--- src/pia_pkg.sv ---
// Shared types, codes, constants and control register helpers of the interface adapter.
package pia_pkg;

    // Command codes of one input beat.
    localparam logic [1:0] CMD_READ  = 2'd0;
    localparam logic [1:0] CMD_WRITE = 2'd1;
    localparam logic [1:0] CMD_EDGE  = 2'd2;

    // Register addresses.
    localparam logic [1:0] ADDR_PORT_A = 2'd0;
    localparam logic [1:0] ADDR_CTRL_A = 2'd1;
    localparam logic [1:0] ADDR_PORT_B = 2'd2;
    localparam logic [1:0] ADDR_CTRL_B = 2'd3;

    // Edge line codes.
    localparam logic LINE_C1A = 1'b0;
    localparam logic LINE_C1B = 1'b1;

    // Control register bit fields and mode codes.
    localparam logic [7:0] C_IRQ1_MASK   = 8'h81;
    localparam logic [7:0] C_IRQ2_MASK   = 8'h68;
    localparam logic [7:0] C_IRQ2_VALUE  = 8'h48;
    localparam logic [7:0] C_MODE_MASK   = 8'h38;
    localparam logic [7:0] C_MODE_LOW    = 8'h30;
    localparam logic [7:0] C_MODE_HIGH   = 8'h38;
    localparam logic [7:0] C_MODE_TOGGLE = 8'h20;
    localparam logic [7:0] C_MODE_PULSE  = 8'h28;
    localparam logic [7:0] C_OUT_MASK    = 8'h30;
    localparam logic [7:0] C_OUT_MANUAL  = 8'h30;
    localparam logic [7:0] C_OUT_HSHAKE  = 8'h20;
    localparam logic [7:0] C_KEEP_MASK   = 8'hc0;
    localparam logic [7:0] C_VALUE_MASK  = 8'h3f;
    localparam logic [7:0] C_BIT6_CLEAR  = 8'hbf;
    localparam logic [7:0] C_FLAG1_SET   = 8'h80;
    localparam logic [7:0] C_EDGE_POL    = 8'h02;
    localparam logic [7:0] C_FLAG_CLEAR  = 8'h3f;
    localparam logic [7:0] C_BIT5        = 8'h20;
    localparam logic [7:0] C_SEL_OUTPUT  = 8'h04;

    typedef struct packed {
        logic [1:0] command;
        logic [1:0] address;
        logic [7:0] write_data;
        logic       peek;
        logic       rmw_double;
        logic [7:0] port_a_pins;
        logic [7:0] port_b_pins;
        logic       edge_line;
        logic       edge_rising;
    } t_item;

    typedef struct packed {
        logic [7:0] read_data;
        logic       irq;
        logic       ca2_level;
        logic       cb2_level;
        logic       cb2_strobe;
        logic [7:0] port_a_drive;
        logic [7:0] port_b_drive;
    } t_result;

    typedef struct packed {
        logic [7:0] ctrl;
        logic       line;
    } t_ctrl_upd;

    function automatic logic f_side_irq(logic [7:0] c);
        return ((c & C_IRQ1_MASK) == C_IRQ1_MASK) || ((c & C_IRQ2_MASK) == C_IRQ2_VALUE);
    endfunction

    // One control register write: new control value and the CA2/CB2 level after it.
    function automatic t_ctrl_upd f_write_control(logic [7:0] old, logic [7:0] v, logic line);
        t_ctrl_upd u;
        u.line = line;
        if ((v & C_MODE_MASK) == C_MODE_LOW) begin
            u.line = 1'b0;
        end else if ((v & C_MODE_MASK) == C_MODE_HIGH) begin
            u.line = 1'b1;
        end else if ((old & C_OUT_MASK) == C_OUT_MANUAL) begin
            u.line = 1'b1;
        end
        u.ctrl = (old & C_KEEP_MASK) | (v & C_VALUE_MASK);
        if ((u.ctrl & C_BIT5) != 8'h00) begin
            u.ctrl = u.ctrl & C_BIT6_CLEAR;
        end
        return u;
    endfunction

endpackage

--- src/pia_in_stage.sv ---
// Input register: holds one accepted beat until the core takes it.
module pia_in_stage (
    input  logic           i_clk,
    input  logic           i_rst_n,
    input  logic           i_valid,
    output logic           o_ready,
    input  pia_pkg::t_item i_item,
    input  logic           i_advance,
    output logic           o_valid,
    output pia_pkg::t_item o_item
);

    logic           r_valid;
    pia_pkg::t_item r_item;

    assign o_ready = !r_valid || i_advance;
    assign o_valid = r_valid;
    assign o_item  = r_item;

    always_ff @(posedge i_clk) begin
        if (!i_rst_n) begin
            r_valid <= 1'b0;
        end else if (i_valid && o_ready) begin
            r_valid <= 1'b1;
        end else if (i_advance) begin
            r_valid <= 1'b0;
        end
    end

    always_ff @(posedge i_clk) begin
        if (i_valid && o_ready) begin
            r_item <= i_item;
        end
    end

endmodule

--- src/pia_core.sv ---
// Adapter registers and the single-pass update that one beat applies to them.
module pia_core (
    input  logic             i_clk,
    input  logic             i_rst_n,
    input  logic             i_step,
    input  pia_pkg::t_item   i_item,
    output pia_pkg::t_result o_result
);

    logic [7:0] r_control_a, n_control_a;
    logic [7:0] r_control_b, n_control_b;
    logic [7:0] r_direction_a, n_direction_a;
    logic [7:0] r_direction_b, n_direction_b;
    logic [7:0] r_output_a, n_output_a;
    logic [7:0] r_output_b, n_output_b;
    logic       r_ca2, n_ca2;
    logic       r_cb2, n_cb2;
    logic [7:0] r_last_read, n_last_read;

    logic [7:0]         rd;
    logic               strobe;
    pia_pkg::t_ctrl_upd first_upd;
    pia_pkg::t_ctrl_upd second_upd;
    logic [7:0]         old_ctrl;
    logic               old_line;

    // A read-modify-write stores the last read byte first into a control register;
    // for the port registers only the second store is applied.
    always_comb begin
        old_ctrl = (i_item.address == pia_pkg::ADDR_CTRL_A) ? r_control_a : r_control_b;
        old_line = (i_item.address == pia_pkg::ADDR_CTRL_A) ? r_ca2 : r_cb2;
        first_upd = pia_pkg::f_write_control(old_ctrl, r_last_read, old_line);
        if (!i_item.rmw_double) begin
            first_upd.ctrl = old_ctrl;
            first_upd.line = old_line;
        end
        second_upd = pia_pkg::f_write_control(first_upd.ctrl, i_item.write_data,
                                              first_upd.line);
    end

    always_comb begin
        n_control_a   = r_control_a;
        n_control_b   = r_control_b;
        n_direction_a = r_direction_a;
        n_direction_b = r_direction_b;
        n_output_a    = r_output_a;
        n_output_b    = r_output_b;
        n_ca2         = r_ca2;
        n_cb2         = r_cb2;
        n_last_read   = r_last_read;
        rd            = 8'h00;
        strobe        = 1'b0;
        unique case (i_item.command)
            pia_pkg::CMD_READ: begin
                unique case (i_item.address)
                    pia_pkg::ADDR_PORT_A: begin
                        if ((r_control_a & pia_pkg::C_SEL_OUTPUT) != 8'h00) begin
                            if (!i_item.peek) begin
                                n_control_a = r_control_a & pia_pkg::C_FLAG_CLEAR;
                            end
                            rd = i_item.port_a_pins;
                        end else begin
                            rd = r_direction_a;
                        end
                    end
                    pia_pkg::ADDR_PORT_B: begin
                        if ((r_control_b & pia_pkg::C_SEL_OUTPUT) != 8'h00) begin
                            if (!i_item.peek) begin
                                n_control_b = r_control_b & pia_pkg::C_FLAG_CLEAR;
                            end
                            rd = (i_item.port_b_pins & ~r_direction_b)
                               | (r_output_b & r_direction_b);
                        end else begin
                            rd = r_direction_b;
                        end
                    end
                    pia_pkg::ADDR_CTRL_A: rd = r_control_a;
                    default:              rd = r_control_b;
                endcase
                n_last_read = rd;
            end
            pia_pkg::CMD_WRITE: begin
                unique case (i_item.address)
                    pia_pkg::ADDR_PORT_A: begin
                        if ((r_control_a & pia_pkg::C_SEL_OUTPUT) != 8'h00) begin
                            n_output_a = i_item.write_data;
                        end else begin
                            n_direction_a = i_item.write_data;
                        end
                    end
                    pia_pkg::ADDR_PORT_B: begin
                        if ((r_control_b & pia_pkg::C_SEL_OUTPUT) != 8'h00) begin
                            n_output_b = i_item.write_data;
                        end else begin
                            n_direction_b = i_item.write_data;
                        end
                        if ((r_control_b & pia_pkg::C_OUT_MASK) == pia_pkg::C_OUT_HSHAKE) begin
                            n_cb2 = 1'b0;
                            if ((r_control_b & pia_pkg::C_MODE_MASK) == pia_pkg::C_MODE_PULSE) begin
                                n_cb2  = 1'b1;
                                strobe = 1'b1;
                            end
                        end
                    end
                    pia_pkg::ADDR_CTRL_A: begin
                        n_control_a = second_upd.ctrl;
                        n_ca2       = second_upd.line;
                    end
                    default: begin
                        n_control_b = second_upd.ctrl;
                        n_cb2       = second_upd.line;
                    end
                endcase
            end
            pia_pkg::CMD_EDGE: begin
                if (i_item.edge_line == pia_pkg::LINE_C1A) begin
                    if (((r_control_a & pia_pkg::C_EDGE_POL) != 8'h00) == i_item.edge_rising) begin
                        n_control_a = r_control_a | pia_pkg::C_FLAG1_SET;
                        if ((r_control_a & pia_pkg::C_MODE_MASK) == pia_pkg::C_MODE_TOGGLE) begin
                            n_ca2 = 1'b1;
                        end
                    end
                end else begin
                    if (((r_control_b & pia_pkg::C_EDGE_POL) != 8'h00) == i_item.edge_rising) begin
                        n_control_b = r_control_b | pia_pkg::C_FLAG1_SET;
                        if ((r_control_b & pia_pkg::C_MODE_MASK) == pia_pkg::C_MODE_TOGGLE) begin
                            n_cb2 = 1'b1;
                        end
                    end
                end
            end
            default: begin
            end
        endcase
    end

    always_comb begin
        o_result.read_data    = rd;
        o_result.irq          = pia_pkg::f_side_irq(n_control_a)
                              || pia_pkg::f_side_irq(n_control_b);
        o_result.ca2_level    = n_ca2;
        o_result.cb2_level    = n_cb2;
        o_result.cb2_strobe   = strobe;
        o_result.port_a_drive = n_output_a | ~n_direction_a;
        o_result.port_b_drive = n_output_b | ~n_direction_b;
    end

    always_ff @(posedge i_clk) begin
        if (!i_rst_n) begin
            r_control_a   <= 8'h00;
            r_control_b   <= 8'h00;
            r_direction_a <= 8'h00;
            r_direction_b <= 8'h00;
            r_output_a    <= 8'hff;
            r_output_b    <= 8'hff;
            r_ca2         <= 1'b1;
            r_cb2         <= 1'b1;
            r_last_read   <= 8'h00;
        end else if (i_step) begin
            r_control_a   <= n_control_a;
            r_control_b   <= n_control_b;
            r_direction_a <= n_direction_a;
            r_direction_b <= n_direction_b;
            r_output_a    <= n_output_a;
            r_output_b    <= n_output_b;
            r_ca2         <= n_ca2;
            r_cb2         <= n_cb2;
            r_last_read   <= n_last_read;
        end
    end

endmodule

--- src/pia_out_stage.sv ---
// Result register: holds one result beat until downstream takes it.
module pia_out_stage (
    input  logic             i_clk,
    input  logic             i_rst_n,
    input  logic             i_load,
    input  pia_pkg::t_result i_result,
    output logic             o_valid,
    input  logic             i_ready,
    output pia_pkg::t_result o_result
);

    logic             r_valid;
    pia_pkg::t_result r_result;

    assign o_valid  = r_valid;
    assign o_result = r_result;

    always_ff @(posedge i_clk) begin
        if (!i_rst_n) begin
            r_valid <= 1'b0;
        end else if (i_load) begin
            r_valid <= 1'b1;
        end else if (i_ready) begin
            r_valid <= 1'b0;
        end
    end

    always_ff @(posedge i_clk) begin
        if (i_load) begin
            r_result <= i_result;
        end
    end

endmodule

--- src/pia_parallel_port_interface.sv ---
// Top level of the two-port parallel interface adapter.
//
//   Channel   Direction   Handshake                   Beat carries
//   input     in          i_in_valid / o_in_ready     bus access or CA1/CB1 edge event
//   result    out         o_out_valid / i_out_ready   read data, interrupt, CA2/CB2, pin drive
//
// Every input beat yields exactly one result beat. A beat is captured in an input
// register; when the result register is empty or being emptied, the core applies
// it to the adapter registers and loads the result register. Without a stall on
// the result side the sustained rate is one beat per clock. While a result waits
// to be taken the input register still takes one more beat, so a stall on the
// result side reaches the input side only one beat later. Reset (i_rst_n low at
// a clock edge) empties both stages and returns the adapter registers to their
// power-on values: controls and directions clear, outputs all ones, CA2/CB2 high.
module pia_parallel_port_interface (
    input  logic       i_clk,
    input  logic       i_rst_n,
    input  logic       i_in_valid,
    output logic       o_in_ready,
    input  logic [1:0] i_command,
    input  logic [1:0] i_address,
    input  logic [7:0] i_write_data,
    input  logic       i_peek,
    input  logic       i_rmw_double,
    input  logic [7:0] i_port_a_pins,
    input  logic [7:0] i_port_b_pins,
    input  logic       i_edge_line,
    input  logic       i_edge_rising,
    output logic       o_out_valid,
    input  logic       i_out_ready,
    output logic [7:0] o_read_data,
    output logic       o_irq,
    output logic       o_ca2_level,
    output logic       o_cb2_level,
    output logic       o_cb2_strobe,
    output logic [7:0] o_port_a_drive,
    output logic [7:0] o_port_b_drive
);

    pia_pkg::t_item   in_item;
    pia_pkg::t_item   held_item;
    pia_pkg::t_result core_result;
    pia_pkg::t_result out_result;
    logic             held_valid;
    logic             advance;

    // Gather the input ports into one beat.
    assign in_item.command     = i_command;
    assign in_item.address     = i_address;
    assign in_item.write_data  = i_write_data;
    assign in_item.peek        = i_peek;
    assign in_item.rmw_double  = i_rmw_double;
    assign in_item.port_a_pins = i_port_a_pins;
    assign in_item.port_b_pins = i_port_b_pins;
    assign in_item.edge_line   = i_edge_line;
    assign in_item.edge_rising = i_edge_rising;

    // The held beat moves on whenever the result register is empty or is
    // being emptied in this cycle; the adapter registers change at the same edge.
    assign advance = held_valid && (!o_out_valid || i_out_ready);

    pia_in_stage u_in_stage (
        .i_clk     (i_clk),
        .i_rst_n   (i_rst_n),
        .i_valid   (i_in_valid),
        .o_ready   (o_in_ready),
        .i_item    (in_item),
        .i_advance (advance),
        .o_valid   (held_valid),
        .o_item    (held_item)
    );

    pia_core u_core (
        .i_clk    (i_clk),
        .i_rst_n  (i_rst_n),
        .i_step   (advance),
        .i_item   (held_item),
        .o_result (core_result)
    );

    pia_out_stage u_out_stage (
        .i_clk    (i_clk),
        .i_rst_n  (i_rst_n),
        .i_load   (advance),
        .i_result (core_result),
        .o_valid  (o_out_valid),
        .i_ready  (i_out_ready),
        .o_result (out_result)
    );

    assign o_read_data    = out_result.read_data;
    assign o_irq          = out_result.irq;
    assign o_ca2_level    = out_result.ca2_level;
    assign o_cb2_level    = out_result.cb2_level;
    assign o_cb2_strobe   = out_result.cb2_strobe;
    assign o_port_a_drive = out_result.port_a_drive;
    assign o_port_b_drive = out_result.port_b_drive;

endmodule
--- config.mk ---
export PLATFORM = sky130hd
export DESIGN_NAME = pia_parallel_port_interface
export DESIGN_NICKNAME = d
export VERILOG_FILES = /design/src/pia_pkg.sv /design/src/pia_in_stage.sv /design/src/pia_core.sv /design/src/pia_out_stage.sv /design/src/pia_parallel_port_interface.sv
export SDC_FILE = /design/constraint.sdc
export NUM_CORES = 1
export LEC_CHECK = 0
export BUFFER_PORTS_ARGS = -buffer_cell sky130_fd_sc_hd__buf_4
export CAP_MARGIN = 20
export CORE_UTILIZATION = 30
export CTS_BUF_LIST = sky130_fd_sc_hd__clkbuf_2 sky130_fd_sc_hd__clkbuf_4 sky130_fd_sc_hd__clkbuf_8
export CTS_CLUSTER_DIAMETER = 80
export DETAILED_ROUTE_END_ITERATION = 10
export GPL_TIMING_DRIVEN = 0
export SLEW_MARGIN = 20
export SYNTH_ARGS = -nofsm -noshare
export SYNTH_HDL_FRONTEND = slang
export SYNTH_SLANG_ARGS = --single-unit
--- constraint.sdc ---
create_clock -name i_clk -period 1.7 [get_ports i_clk]
set_input_delay 0.255 -clock i_clk [delete_from_list [all_inputs] [get_ports i_clk]]
set_output_delay 0.255 -clock i_clk [all_outputs]
set_load 0.02 [all_outputs]
**After elaboration in Yosys (flattened, before gate mapping)**

Cells that the tools add are included.
W data, S select, Z words.

- Logic and storage cells: 146
- Register bits: 118
- Input bits: 36
- Output and inout bits: 30

- Equality and inequality tests: 24
- Bitwise operators: 13
- Reduce and logical (&&, ||, !) cells: 22
- Mux-type cells: 56

Operators with widths:

| cell | number |
|---|---|
| $mux W8 | 27 |
| $pmux W8 S3 | 3 |
| $eq A3 B3 Y1 const B | 9 |
| $not A8 Y8 | 3 |
| $or A8 B8 Y8 | 3 |
| $mux W1 | 20 |
| $reduce_and A5 Y1 | 4 |
| $and A8 B8 Y8 | 2 |
| $or A8 B6 Y8 | 2 |
| $eq A2 B2 Y1 const B | 7 |
| $mux W7 | 2 |
| $mux W9 | 1 |
| $ne A2 B1 Y1 const B | 3 |
| $pmux W1 S2 | 3 |
| $reduce_bool A2 Y1 | 3 |
| $logic_or A1 B1 Y1 | 5 |
| $eq A2 B1 Y1 const B | 2 |
| $logic_not A2 Y1 | 2 |
| $not A1 Y1 | 3 |
| $reduce_and A3 Y1 | 1 |
| $reduce_or A3 Y1 | 1 |
| $eq A1 B1 Y1 | 2 |
| $logic_and A1 B1 Y1 | 2 |
| $logic_not A1 Y1 | 2 |
| 3 further kinds | 3 |

**Longest topological paths before layout**

Gate-level depths: netlist (run 1).

- Word-level depth: 14
- Depth in mapped cells: 9
- Depth with buffers taken out: 7

**Hierarchy**

Synthesis (run 1) repeated with hierarchy kept, for this count alone.

- Cell total of the unflattened synthesis: 539
- Area total of the unflattened synthesis: 5494.0 µm²

Modules (own cells, without submodules):

| module | area each (µm²) | cells an instance | instances | seq. area each (µm²) |
|---|---|---|---|---|
| pia_core | 3582.2 | 469 | 1 | 1041.0 |
| pia_in_stage | 1018.5 | 37 | 1 | 980.9 |
| pia_out_stage | 882.1 | 31 | 1 | 860.8 |
| pia_parallel_port_interface | 11.3 | 2 | 1 | 0.0 |

**Least setup slack after synthesis (run 1)**

No wires, ideal clock.

- Kind: register to register
- Start: register u_out_stage.r_valid, in the netlist u_out_stage.o_valid
- End: register u_in_stage.r_item (netlist bit u_in_stage.o_item[0]) (enable)
- Data required time: 1.308 ns
- Arrival: 1.561 ns
- Stages on the path, launching flop included: 4
- Period minus slack after synthesis: 1.953 ns
- Setup slack: -0.253 ns
- Buffers on the path: 0
- Cell sequence: dfxtp_1 > nor2b_1 > nand2_1 > and2_1

- Cells in the longest elaborated chain, start to end: 5

Ends and longest elaborated chain:

| item | RTL line | source |
|---|---|---|
| start, declared | pia_out_stage.sv:12 | `logic r_valid;` |
| start signal, assigned | pia_out_stage.sv:20 | `r_valid <= 1'b0;` |
| start signal, assigned | pia_out_stage.sv:22 | `r_valid <= 1'b1;` |
| start signal, assigned | pia_out_stage.sv:24 | `r_valid <= 1'b0;` |
| $logic_not A1 Y1 | pia_parallel_port_interface.sv:60 | `assign advance = held_valid && (!o_out_valid \|\| i_out_ready);` |
| $logic_or A1 B1 Y1 | pia_parallel_port_interface.sv:60 |  |
| $logic_and A1 B1 Y1 | pia_parallel_port_interface.sv:60 |  |
| $logic_or A1 B1 Y1 | pia_in_stage.sv:16 | `assign o_ready = !r_valid \|\| i_advance;` |
| via o_in_ready | pia_parallel_port_interface.sv:19 | `output logic o_in_ready,` |
| $logic_and A1 B1 Y1 | pia_in_stage.sv:31 | `if (i_valid && o_ready) begin` |
| end signal, assigned | pia_in_stage.sv:32 | `r_item <= i_item;` |
| end, declared | pia_in_stage.sv:14 | `pia_pkg::t_item r_item;` |

The timed path passes the listed nets, and every way through them passes these cells.
A chain may end at the register's enable or synchronous reset.

==> results of run 1 <==
## cell families (layout without fill, tap and decap cells)
group                      count (synthesis)  in the layout
AOI/OAI and AO/OA                        145            145
xor gates and xnor gates                   2              2
adders and majority gates                  5              5
buffers and inverters                     63            234
DFF                                      114            114
muxes                                     21             21
and+or+nand+nor                          172            173
## state kept, by name (all words and copies together), names as in the netlist
register,count
u_core.r_cb2,1
u_core.r_output_b,8
u_core.r_control_a,8
u_core.r_ca2,1
u_core.r_control_b,8
u_core.r_direction_a,8
u_in_stage.o_item,32
u_core.r_direction_b,8
u_in_stage.o_valid,1
u_core.r_output_a,8
u_out_stage.o_result,28
u_out_stage.o_valid,1
u_core.r_last_read,2
## worst reg2reg max path, cell delays in order (launching register included)
cell        delay (ns)
edfxtp_1          0.48
inv_2             0.13
ha_4              0.19
clkinvlp_4        0.23
nor2_4            0.21
buf_8             0.15
nand2_8           0.10
o22ai_4           0.13
a32oi_2           0.09
## metrics by stage
stage	util (%)	setup WS [ns]	instance area, um^2	cells	setup TNS [ns]
after detailed placement	35.59	-0.4657	6177	811	-16.91
after floorplan	-	-0.09269	5415	522	-0.2265
after global routing	47.15	-0.3585	8183	919	-14.39
after CTS	44.97	-0.3097	7805	911	-9.181
after global placement	35.59	-0.5398	6177	811	-15.65
final	47.15	-0.3056	8183	919	-9.559
## layout make-up
class / instances / area [um^2]
Fill cell: 1557 / 9174
Multi-Input combinational cell: 346 / 2915
Sequential cell: 114 / 2888
Timing Repair Buffer: 143 / 1277
Buffer: 35 / 312.8
Tap cell: 225 / 281.5
Clock buffer: 18 / 247.7
Clock inverter: 14 / 156.4
Inverter: 24 / 103.9
## power by group through the flow
stage	logic, mW	clock network [mW]	registers, mW
final	0.800	2.63	3.02
after global placement	0.506	0	3.08
after detailed placement	0.507	0	3.08
after global routing	0.844	2.78	3.02
after floorplan	0.274	0	3.08
after CTS	0.717	2.66	3.02
## metal layers
metal,wire (um),vias to the layer above,global-route usage [%]
met5,0,-,0
met4,537,0,8.739
met3,1158,50,4.489
met2,8698,222,31.52
met1,7654,2401,25.64
li1,-,2238,-
## worst max path at each step
| stage | to | cells after the start | slack [ns] | startpoint |
|---|---|---|---|---|
| final | u_out_stage.o_result[4]$_DFFE_PP_ | 8 | -0.31 | u_in_stage.o_item[31]$_DFFE_PP_ |
| after global placement | u_out_stage.o_result[19]$_DFFE_PP_ | 8 | -0.54 | u_in_stage.o_item[30]$_DFFE_PP_ |
| after detailed placement | u_out_stage.o_result[19]$_DFFE_PP_ | 8 | -0.47 | u_in_stage.o_item[30]$_DFFE_PP_ |
| after floorplan | u_out_stage.o_result[19]$_DFFE_PP_ | 8 | -0.09 | u_in_stage.o_item[31]$_DFFE_PP_ |
| after global routing | u_out_stage.o_result[3]$_DFFE_PP_ | 8 | -0.36 | u_in_stage.o_item[31]$_DFFE_PP_ |
| after CTS | u_out_stage.o_result[19]$_DFFE_PP_ | 8 | -0.31 | u_in_stage.o_item[30]$_DFFE_PP_ |
## synth_stat cells (all sizes together), types with 10 or more instances
| library cell | n | share of area (%) |
|---|---|---|
| nand2 | 61 | 4.4 |
| edfxtp | 60 | 34 |
| dfxtp | 54 | 20 |
| a21oi | 33 | 3.1 |
| nand3 | 30 | 3.0 |
| nor2 | 30 | 2.2 |
| o21ai | 25 | 2.3 |
| a21boi | 24 | 3.5 |
| inv | 24 | 1.7 |
| buf | 21 | 2.3 |
| clkbuf | 18 | 1.3 |
| mux2i | 15 | 2.8 |
| a32oi | 12 | 2.0 |
| o211ai | 11 | 1.5 |
| nor2b | 10 | 1.2 |
## placed cells by master (no fill, tap or decap), types with 18 or more instances in the layout
cell type | Yosys | routed
edfxtp_1 | 60 | 60
dlygate4sd3_1 | 0 | 32
buf_6 | 2 | 36
inv_1 | 22 | 19
nand2_1 | 59 | 45
clkbuf_8 | 0 | 18
buf_4 | 3 | 84
dfxtp_1 | 54 | 52
a21oi_1 | 33 | 26
## what timing repair did
action / in CTS / in global routing
pin swaps: 65 / 29
hold buffers: 32 / 0
endpoints found under the hold margin: 32 / 0
cloned: 3 / 1
endpoints found under the setup margin: 104 / 107
gates resized for setup: 184 / 75
buffers inserted: 36 / 9
==> flow_summary.rst, run 1 <==
.. list-table::
   :header-rows: 1

   * - Metric
     - Value
   * - Kind of cell with the highest combined delay on the critical path
     - buffers and inverters
   * - Cell-internal power
     - 4.688 mW
   * - Destination of the worst register-to-register timing path
     - u_out_stage.o_result[4]$_DFFE_PP_
   * - Total Routing Usage GR
     - 19.83%
   * - Proportion of layout cells with a drive suffix above 1
     - 43.08%
   * - Routed via count
     - 4,911
   * - Net count after synthesis
     - 563
   * - Critical path startpoint category
     - register
   * - I/O pin count
     - 66
   * - Adder-cell share of the synthesized area
     - 1.166%
   * - CTS Buffer Depth
     - 2
   * - Switching power
     - 1.757 mW
   * - Critical path class
     - reg2reg
   * - Largest net degree at the start of global routing
     - 38
   * - Multiplexer fraction of the synthesized cell area
     - 4.688%
   * - Leak pwr
     - 2.910 nW
   * - Chip height
     - 135.7 um
   * - Fin crit period
     - 2.006 ns
   * - Avg Synthesized Cell Area
     - 10.28 um^2
   * - Status
     - finished, violations left
   * - Parity-gate share of the synthesized area counting xor and xnor cells
     - 0.3265%
   * - HPWL reported at the end of detailed placement
     - 11,240 um
   * - 1st-iter DRT viols
     - 450
   * - Clk pwr share
     - 40.7%
   * - Endpoint kind of the worst setup timing path
     - register
   * - Remaining Overflow, GRT
     - 0
   * - Worst slew slack as a fraction of its limit
     - 38.36%
   * - Diode insertion count for antenna repair
     - 0
   * - Count of cells along the worst hold path
     - 3
   * - Seq pwr share
     - 46.8%
   * - Master of the slowest instance on the critical path
     - edfxtp_1
   * - Worst Path Required
     - 1.85 ns
   * - Number of global-route vias before repair
     - 4,816
   * - Via density
     - 5.344
   * - Tot Pwr
     - 6.445 mW
   * - Period utilization
     - 118.0%
   * - Worst VDD drop
     - 506.7 uV
   * - Buffers plus inverters on the worst setup path
     - 3
   * - Post-Route Hold Slack
     - 0.03883 ns
   * - Synth Area in Simple Gates
     - 16.42%
   * - Yosys warnings
     - 0
   * - Post-synth design cell area
     - 5365 um^2
   * - Number of endpoints with negative hold slack in the final report
     - 0
   * - Path class of the lowest-slack min-delay path
     - in2reg
   * - Count of flip-flops with a built-in enable after synthesis
     - 60
   * - P per Cell Area
     - 787.6 nW/um^2
   * - Part of the Yosys area used for sequential elements
     - 53.73%
   * - Number of port buffers
     - 64
   * - Clock Latency Late Sink
     - 0.46 ns
   * - Compound-gate portion of the synthesized area
     - 18.42%
   * - Slew of the pin with the lowest slew margin
     - 0.9246 ns
   * - Initial antenna violation count
     - 0
   * - Clock transition at the registers of the reported paths
     - 0.08 ns
   * - Clock tree from TritonCTS
     - done
   * - Delay of the slowest cell on the worst path
     - 0.48 ns
   * - Root buffer selected by CTS
     - clkbuf_8
   * - Worst Hold Path EP
     - u_in_stage.o_valid$_SDFFE_PN0P_
   * - Start of the worst register-to-register path
     - u_in_stage.o_item[31]$_DFFE_PP_
   * - Starting density of the core
     - 30.91%
   * - Final estimated routing congestion in global placement
     - 0.8889
   * - Floorplan Core Area
     - 17,360 um^2
   * - Fraction of power spent switching nets
     - 27.26%
   * - Unrepaired setup endpoints after global routing
     - true
   * - Synthesized instance count
     - 522
   * - Total CTS buffers
     - 17
   * - Num Clock Sinks
     - 114
   * - Async S/R FF share, synth
     - 0%
   * - Launch point of the worst hold path
     - i_in_valid
   * - Proportion of power drawn by combinational gates
     - 12.4%
   * - Wire length per cell after detailed routing
     - 19.64 um
   * - Area added between synthesis and finish
     - 52.52%
   * - Std-Cell Rows
     - 48
   * - Global-route wire length before repair
     - 26,850 um
   * - First-pass iteration count of the detailed router
     - 5
   * - Number of routed nets with antenna violations
     - 0
   * - Data arrival time at the worst-slack endpoint
     - 2.16 ns
   * - Worst-path maximum fanout
     - 8
   * - Die X-Extent
     - 135.7 um
   * - Clock skew after layout
     - 0.009667 ns
   * - Total number of H-tree levels
     - 4
   * - Routed wire length
     - 18,050 um
   * - Violations in the final reports
     - setup timing
   * - DIE AREA
     - 18,420 um^2
   * - FF+latch count, synth
     - 114
   * - Post-route setup slack
     - -0.3056 ns
   * - Number of remaining DRC errors
     - 0
   * - Main combinational cell family by area after synthesis
     - compound AO/OA/AOI/OAI gates
   * - CP Cell Sequence
     - inv_2 > ha_4 > clkinvlp_4 > nor2_4 > buf_8 > nand2_8 > o22ai_4 > a32oi_2
   * - Logic depth of the worst register-to-register path
     - 8
   * - Max Freq
     - 498.6 MHz
   * - Leading register cell type out of synthesis
     - edfxtp_1
   * - Final slew viol count
     - 0
   * - Number of nets in the layout
     - 722
   * - Count of cell types in the netlist
     - 63
   * - # Max-Cap Violations
     - 0
   * - Setup slack of the most critical reg-to-reg path
     - -0.31 ns
   * - Setup violators final
     - 68
Power figures use the tool's default switching activity.
==> inputs of run 2 (changes only) <==
--- a/config.mk
+++ b/config.mk
@@ -5,6 +5,7 @@
 export SDC_FILE = /design/constraint.sdc
 export NUM_CORES = 1
 export LEC_CHECK = 0
+export ABC_AREA = 1
 export BUFFER_PORTS_ARGS = -buffer_cell sky130_fd_sc_hd__buf_4
 export CAP_MARGIN = 20
 export CORE_UTILIZATION = 30
==> flow_summary.rst, run 2 <==
.. list-table::
   :header-rows: 1

   * - Metric
     - Value
   * - Status
     - finished, violations left
   * - Violations in the final reports
     - setup timing
   * - Diode insertion count for antenna repair
     - 0 (unchanged)
   * - Tot Pwr
     - 6.476 mW (+0.48%)
   * - Die X-Extent
     - 136.7 um (+0.69%)
   * - Max Freq
     - 551.3 MHz (+11%)
   * - Part of the Yosys area used for sequential elements
     - 52.99% (-0.74 points)
   * - Post-route setup slack
     - -0.1140 ns (+0.1916 ns)
   * - Number of routed nets with antenna violations
     - 0 (unchanged)
   * - Leading register cell type out of synthesis
     - edfxtp_1
   * - Clock Latency Late Sink
     - 0.47 ns (about the same)
   * - P per Cell Area
     - 864.9 nW/um^2 (+9.8%)
   * - Area post-placement
     - 6212 um^2 (+0.57%)
   * - Count of flip-flops with a built-in enable after synthesis
     - 60 (unchanged)
   * - Logic depth of the worst register-to-register path
     - 12 (+4)
   * - Worst VDD drop
     - 606.4 uV (+20%)
   * - Flip-flop count of the largest register, all copies and words added
     - 32 (unchanged)
   * - Wire length per cell after detailed routing
     - 16.62 um (-15%)
   * - Number of nets in the layout
     - 815 (+13%)
   * - Largest cells by area after synthesis
     - edfxtp_1 (33%), dfxtp_1 (20%), nand2_1 (9.4%)
   * - Commonest cells after routing, fill and taps aside
     - nand2_1 (115), inv_1 (79), buf_4 (76)
   * - Clock transition at the registers of the reported paths
     - 0.08 ns (about the same)
   * - 1st-iter DRT viols
     - 522 (+16%)
   * - Async S/R FF share, synth
     - 0% (unchanged)
   * - Synthesized instance count
     - 640 (+23%)
   * - Largest net degree at the start of global routing
     - 38 (unchanged)
   * - Global-route wire length before repair
     - 24,820 um (-7.6%)
   * - Starting density of the core
     - 31.13% (+0.22 points)
   * - # Max-Cap Violations
     - 0 (unchanged)
   * - Period utilization
     - 106.7% (-11 points)
   * - Floorplan Core Area
     - 17,480 um^2 (+0.69%)
   * - Net count after synthesis
     - 681 (+21%)
   * - Clock skew after layout
     - 0.01259 ns (+0.002920 ns)
   * - Remaining Overflow, GRT
     - 0 (unchanged)
   * - Critical path class
     - reg2reg
   * - Delay of the slowest cell on the worst path
     - 0.46 ns (-0.02 ns)
   * - Area of all placed cells without fillers
     - 7487 um^2 (-8.5%)
   * - Cell with the most instances after synthesis
     - nand2_1
   * - Leak pwr
     - 3.066 nW (+5.4%)
   * - HPWL reported at the end of detailed placement
     - 11,310 um (+0.58%)
   * - Unrepaired setup endpoints after global routing
     - true
   * - Total number of H-tree levels
     - 4 (unchanged)
   * - Most common cell after layout, fill and taps aside
     - nand2_1
   * - Count of cell types in the netlist
     - 39 (-38%)
   * - DIE AREA
     - 18,680 um^2 (+1.4%)
   * - Cell accounting for the most synthesized area
     - edfxtp_1
   * - Initial antenna violation count
     - 0 (unchanged)
   * - FF+latch count, synth
     - 114 (unchanged)
   * - Path class of the lowest-slack min-delay path
     - in2reg
   * - Final estimated routing congestion in global placement
     - 0.9259 (+4.2%)
   * - Worst slew slack as a fraction of its limit
     - 54.36% (+16 points)
   * - Count of cells along the worst hold path
     - 4 (+1)
   * - Layout filler cell count
     - 1,697 (+9.0%)
   * - Final slew viol count
     - 0 (unchanged)
   * - Top cells by count, synth
     - nand2_1 (136), inv_1 (86), o21ai_0 (71)
   * - Proportion of layout cells with a drive suffix above 1
     - 29.35% (-14 points)
   * - Setup violators final
     - 19 (-72%)
   * - Avg Synthesized Cell Area
     - 8.500 um^2 (-17%)
   * - Post-synth design cell area
     - 5440 um^2 (+1.4%)
   * - Slew of the pin with the lowest slew margin
     - 0.6847 ns (-0.2399 ns)
   * - I/O pin count
     - 66 (unchanged)
   * - Data arrival time at the worst-slack endpoint
     - 2.04 ns (-0.12 ns)
   * - Master of the slowest instance on the critical path
     - edfxtp_1
   * - First-pass iteration count of the detailed router
     - 7 (+2)
   * - Number of port buffers
     - 64 (unchanged)
   * - Total CTS buffers
     - 17 (unchanged)
   * - Post-Route Hold Slack
     - 0.09399 ns (+0.05517 ns)
   * - Endpoint kind of the worst setup timing path
     - register
   * - Share of Yosys cell area claimed by the top area cell type
     - 33.12% (-0.46 points)
   * - CP Cell Sequence
     - buf_4 > ha_4 > nor2_4 > nand2_2 > inv_2 > nand2_4 > nand2_2 > o21ai_2 > nand2_2 > nand2_1 > inv_1 > nand3_2
   * - Num Clock Sinks
     - 114 (unchanged)
   * - Total Routing Usage GR
     - 18.36% (-1.5 points)
   * - Clock tree from TritonCTS
     - done
   * - Via density
     - 4.981 (-6.8%)
   * - Chip height
     - 136.7 um (+0.69%)
   * - Cell occurring most often along the worst timing path
     - nand2_2
   * - Root buffer selected by CTS
     - clkbuf_8
   * - Std-Cell Rows
     - 48 (unchanged)
   * - Worst Path Required
     - 1.92 ns (+0.07 ns)
   * - CTS Buffer Depth
     - 2 (unchanged)
   * - Routed wire length
     - 16,820 um (-6.8%)
   * - Number of endpoints with negative hold slack in the final report
     - 0 (unchanged)
   * - Yosys warnings
     - 0 (unchanged)
   * - Number of remaining DRC errors
     - 0 (unchanged)
   * - Number of global-route vias before repair
     - 4,605 (-4.4%)
   * - Routed via count
     - 5,041 (+2.6%)
   * - Area added between synthesis and finish
     - 37.63%
   * - Critical path startpoint category
     - register
   * - Worst-path maximum fanout
     - 5 (-3)
   * - Fin crit period
     - 1.814 ns (-0.1916 ns)
-- run 2: changes by cell type after synthesis, sizes merged, moves of 10 or more --
cell    change
a21boi     -24
a21oi      +37
a32oi      -12
inv        +66
mux2i      -15
nand2      +78
nor2       +24
nor2b      -10
o21ai      +69
-- run 2: path summary, 6_finish.rpt --
| check | slack, ns | to | from |
|---|---|---|---|
| worst max-delay path | -0.11 | u_out_stage.o_result[19]$_DFFE_PP_ | u_in_stage.o_item[31]$_DFFE_PP_ |
| worst min-delay path | 0.09 | u_in_stage.o_valid$_SDFFE_PN0P_ | i_out_ready |
| worst max register to register | -0.11 | u_out_stage.o_result[19]$_DFFE_PP_ | u_in_stage.o_item[31]$_DFFE_PP_ |
| worst min register to register | 0.48 | u_core.r_output_b[6]$_SDFFE_PN1P_ | u_core.r_output_b[6]$_SDFFE_PN1P_ |
-- run 2: kinds of logic (layout without fill, tap and decap cells) --
kind of cell,after synthesis,count (layout),share of synthesized area [%]
simple gates,219,220,17.57
compound gates,185,185,19.14
buf+inv,117,263,9.154
fa+ha+maj,5,5,1.150
flops,114,114,52.99
-- run 2: area by class of cell --
type,count,area [um^2],share of cell area (%)
sequential,114,2884,38.52
multi-input combinational,410,2416,32.27
timing repair buffer,113,978.4,13.07
inverter,92,379.1,5.064
tap,225,281.5,3.760
clock buffer,18,241.5,3.225
buffer,25,182.7,2.440
clock inverter,14,116.4,1.554
timing repair inverter,1,7.507,0.1003
-- run 2: timing repair --
| item | in CTS | in global routing |
|---|---|---|
| hold buffers | 32 | 0 |
| hold endpoints to repair | 32 | 0 |
| pin swaps | 0 | 23 |
| setup endpoints to repair | 100 | 86 |
| cloned | 0 | 4 |
| resized for setup | 39 | 115 |
| setup buffers | 2 | 13 |
-- run 2: metal layers --
layer | share of wire [%] | routed length, um | vias up | track usage [%]
li1 | - | - | 2418 | -
met1 | 44 | 7481 | 2313 | 24.26
met2 | 43 | 7286 | 262 | 26.57
met3 | 8.4 | 1407 | 48 | 5.037
met4 | 3.8 | 646 | 0 | 10.99
met5 | 0 | 0 | - | 0
-- run 2: per-stage QoR --
step	util, %	setup TNS [ns]	setup slack [ns]	instances
after floorplan	-	0	0.04069	640
after global placement	35.55	-14.25	-0.3720	929
after detailed placement	35.55	-14.63	-0.3758	929
after CTS	40.16	-0.5337	-0.1581	995
after global routing	42.84	-3.497	-0.1753	1012
final	42.84	-1.381	-0.1140	1012
-- run 2: worst max-delay path, delay by kind of cell (launching register included) --
| family | cells | cell delay, ns |
|---|---|---|
| AND/OR/NAND/NOR | 7 | 0.53 |
| AO/OA/AOI/OAI | 1 | 0.06 |
| flip-flops | 1 | 0.46 |
| buffers and inverters | 3 | 0.34 |
| adder cells (fa/ha/maj) | 1 | 0.19 |
-- run 2: power breakdown --
| part | internal [mW] | leakage, nW | switching [mW] |
|---|---|---|---|
| clock | 1.16 | 0.170 | 1.20 |
| combinational | 0.386 | 1.92 | 0.576 |
| sequential | 3.05 | 0.981 | 0.105 |
| total | 4.59 | 3.07 | 1.88 |
==> inputs of run 3 (changes only) <==
--- a/config.mk
+++ b/config.mk
@@ -8,7 +8,7 @@
 export ABC_AREA = 1
 export BUFFER_PORTS_ARGS = -buffer_cell sky130_fd_sc_hd__buf_4
 export CAP_MARGIN = 20
-export CORE_UTILIZATION = 30
+export CORE_UTILIZATION = 38
 export CTS_BUF_LIST = sky130_fd_sc_hd__clkbuf_2 sky130_fd_sc_hd__clkbuf_4 sky130_fd_sc_hd__clkbuf_8
 export CTS_CLUSTER_DIAMETER = 80
 export DETAILED_ROUTE_END_ITERATION = 10
==> flow_summary.rst, run 3 (synthesis results as in run 2) <==
.. list-table::
   :header-rows: 1

   * - Metric
     - Value
   * - Status
     - finished, violations left
   * - Violations in the final reports
     - setup timing
   * - Die X-Extent
     - 121.7 um (-11%)
   * - Leak pwr
     - 3.129 nW (+2.1%)
   * - Endpoint kind of the worst setup timing path
     - register
   * - Initial antenna violation count
     - 0 (unchanged)
   * - Most common cell after layout, fill and taps aside
     - nand2_1
   * - HPWL reported at the end of detailed placement
     - 11,060 um (-2.1%)
   * - Number of global-route vias before repair
     - 4,702 (+2.1%)
   * - Placed Cells incl. Taps
     - 884 (-4.8%)
   * - First-pass iteration count of the detailed router
     - 5 (-2)
   * - Master of the slowest instance on the critical path
     - edfxtp_1
   * - Number of routed nets with antenna violations
     - 0 (unchanged)
   * - Largest net degree at the start of global routing
     - 38 (unchanged)
   * - Routed via count
     - 5,071 (+0.60%)
   * - Max Freq
     - 554.0 MHz (+0.50%)
   * - Buffers plus inverters on the worst setup path
     - 4 (+1)
   * - 1st-iter DRT viols
     - 449 (-14%)
   * - Number of port buffers
     - 64 (unchanged)
   * - Chip height
     - 121.7 um (-11%)
   * - Final estimated routing congestion in global placement
     - 0.9782 (+5.6%)
   * - Final standard cell count with taps included and fillers excluded
     - 974 (-3.8%)
   * - Wire length per cell after detailed routing
     - 17.01 um (+2.4%)
   * - Worst-path maximum fanout
     - 8 (+3)
   * - Path class of the lowest-slack min-delay path
     - in2reg
   * - Area added between synthesis and finish
     - 38.16%
   * - Post-route setup slack
     - -0.1049 ns (+0.009055 ns)
   * - Clock tree from TritonCTS
     - done
   * - Floorplan Core Area
     - 13,930 um^2 (-20%)
   * - Logic depth of the worst register-to-register path
     - 8 (-4)
   * - CTS Buffer Depth
     - 2 (unchanged)
   * - Slew of the pin with the lowest slew margin
     - 0.6996 ns (+0.01494 ns)
   * - Number of remaining DRC errors
     - 0 (unchanged)
   * - Starting density of the core
     - 39.04% (+7.9 points)
   * - Clock transition at the registers of the reported paths
     - 0.07 ns (about the same)
   * - Unrepaired setup endpoints after global routing
     - true
   * - Placement-stage worst setup slack
     - -0.3842 ns (-0.008360 ns)
   * - Worst setup startpoint
     - u_in_stage.o_item[31]$_DFFE_PP_
   * - Final slew viol count
     - 0 (unchanged)
   * - Multi-input logic area
     - 2349 um^2 (-2.8%)
   * - Worst slew slack as a fraction of its limit
     - 53.36% (-1.0 points)
   * - Levels on crit path
     - 8 (-4)
   * - Layout filler cell count
     - 1,232 (-27%)
   * - Count of cells along the worst hold path
     - 4 (unchanged)
   * - Critical path startpoint category
     - register
   * - Global-route wire length before repair
     - 24,960 um (+0.58%)
   * - Worst VDD drop
     - 500.0 uV (-18%)
   * - Clock Latency Late Sink
     - 0.45 ns (-0.02 ns)
   * - Total number of H-tree levels
     - 4 (unchanged)
   * - Remaining Overflow, GRT
     - 0 (unchanged)
   * - Proportion of layout cells with a drive suffix above 1
     - 28.34% (-1.0 points)
   * - Launch point of the worst hold path
     - i_out_ready
   * - Fin crit period
     - 1.805 ns (-0.009055 ns)
   * - Root buffer selected by CTS
     - clkbuf_8
   * - Destination of the worst register-to-register timing path
     - u_out_stage.o_result[15]$_DFFE_PP_
   * - Critical path class
     - reg2reg
   * - Delay of the slowest cell on the worst path
     - 0.42 ns (-0.04 ns)
   * - CP Cell Sequence
     - inv_2 > ha_4 > buf_12 > buf_4 > nand2_8 > clkbuf_16 > o21ai_2 > nand2_1
   * - Start of the worst register-to-register path
     - u_in_stage.o_item[31]$_DFFE_PP_
   * - Period utilization
     - 106.2% (-0.53 points)
   * - Routed wire length
     - 16,570 um (-1.5%)
   * - I/O pin count
     - 66 (unchanged)
   * - Crit path to
     - u_out_stage.o_result[15]$_DFFE_PP_
   * - Kind of cell with the highest combined delay on the critical path
     - buffers and inverters
   * - Tot Pwr
     - 6.774 mW (+4.6%)
   * - DIE AREA
     - 14,800 um^2 (-21%)
   * - Worst Path Required
     - 1.89 ns (-0.03 ns)
   * - Storage cell area
     - 2884 um^2 (unchanged)
   * - Diode insertion count for antenna repair
     - 0 (unchanged)
   * - Std-Cell Rows
     - 43 (-10%)
   * - Data arrival time at the worst-slack endpoint
     - 2.00 ns (-0.04 ns)
   * - Number of endpoints with negative hold slack in the final report
     - 0 (unchanged)
   * - Number of nets in the layout
     - 822 (+0.86%)
   * - Clock skew after layout
     - 0.01724 ns (+0.004656 ns)
   * - # Max-Cap Violations
     - 0 (unchanged)
   * - Via density
     - 5.206 (+4.5%)
   * - Commonest cells after routing, fill and taps aside
     - nand2_1 (124), buf_4 (84), inv_1 (78)
   * - Setup violators final
     - 9 (-10)
   * - Total Routing Usage GR
     - 23.07% (+4.7 points)
   * - P per Cell Area
     - 901.3 nW/um^2 (+4.2%)
   * - Setup slack of the most critical reg-to-reg path
     - -0.10 ns (about the same)
   * - Flip-flop count of the largest register, all copies and words added
     - 32 (unchanged)
   * - Total CTS buffers
     - 17 (unchanged)
   * - Num Clock Sinks
     - 114 (unchanged)
   * - Setup TNS
     - -0.5368 ns (+0.8439 ns)
==> run 3: worst min-delay path by stage <==
stage	to
2_1_floorplan	u_in_stage.o_item[0]$_DFFE_PP_
3_5_place_dp	u_in_stage.o_item[27]$_DFFE_PP_
4_1_cts	u_out_stage.o_valid$_SDFFE_PN0P_
6_report	u_out_stage.o_valid$_SDFFE_PN0P_
3_3_place_gp	u_in_stage.o_item[31]$_DFFE_PP_
5_1_grt	u_out_stage.o_valid$_SDFFE_PN0P_
==> run 3: metrics by stage <==
| stage | hold WS, ns | util, % | area (um^2) |
|---|---|---|---|
| finish | 0.09632 | 53.94 | 7516 |
| global route | 0.1021 | 53.94 | 7516 |
| CTS | 0.07342 | 50.69 | 7063 |
| detailed placement | 0.4344 | 44.18 | 6156 |
| global placement | 0.4334 | 44.18 | 6156 |
| floorplan | 0.3539 | - | 5450 |
==> run 3: area by class of cell <==
| cell class | instances | share of cell area [%] |
|---|---|---|
| Sequential cell | 114 | 38.37 |
| Multi-Input combinational cell | 410 | 31.25 |
| Timing Repair Buffer | 120 | 14.32 |
| Inverter | 92 | 5.011 |
| Clock buffer | 21 | 3.596 |
| Tap cell | 180 | 2.997 |
| Buffer | 25 | 2.514 |
| Clock inverter | 11 | 1.848 |
| Timing Repair inverter | 1 | 0.09988 |
==> run 3: power breakdown <==
| part | internal (mW) | switching, mW |
|---|---|---|
| clock | 1.52 | 1.15 |
| sequential | 3.05 | 0.104 |
| combinational | 0.387 | 0.562 |
==> run 3: timing repair <==
item | 4_1_cts | 5_1_grt
endpoints found under the setup margin | 123 | 90
gates cloned | 1 | 5
hold endpoints to repair | 32 | 0
resized for setup | 44 | 75
hold buffers | 32 | 0
pin swaps | 4 | 19
buffers inserted | 6 | 14
==> run 3: worst min-delay path: stages <==
cell     delay (ns)
buf_4          0.07
inv_1          0.04
nand2_1        0.07
a21oi_1        0.06
==> run 3: per-layer routing <==
metal  GRT usage, %  share of wire [%]  up-vias
met4          13.97                3.6        0
met2          33.24                 45      243
met1          30.88                 43     2366
li1               -                  -     2418
met3          6.039                8.3       44
met5              0                  0        -
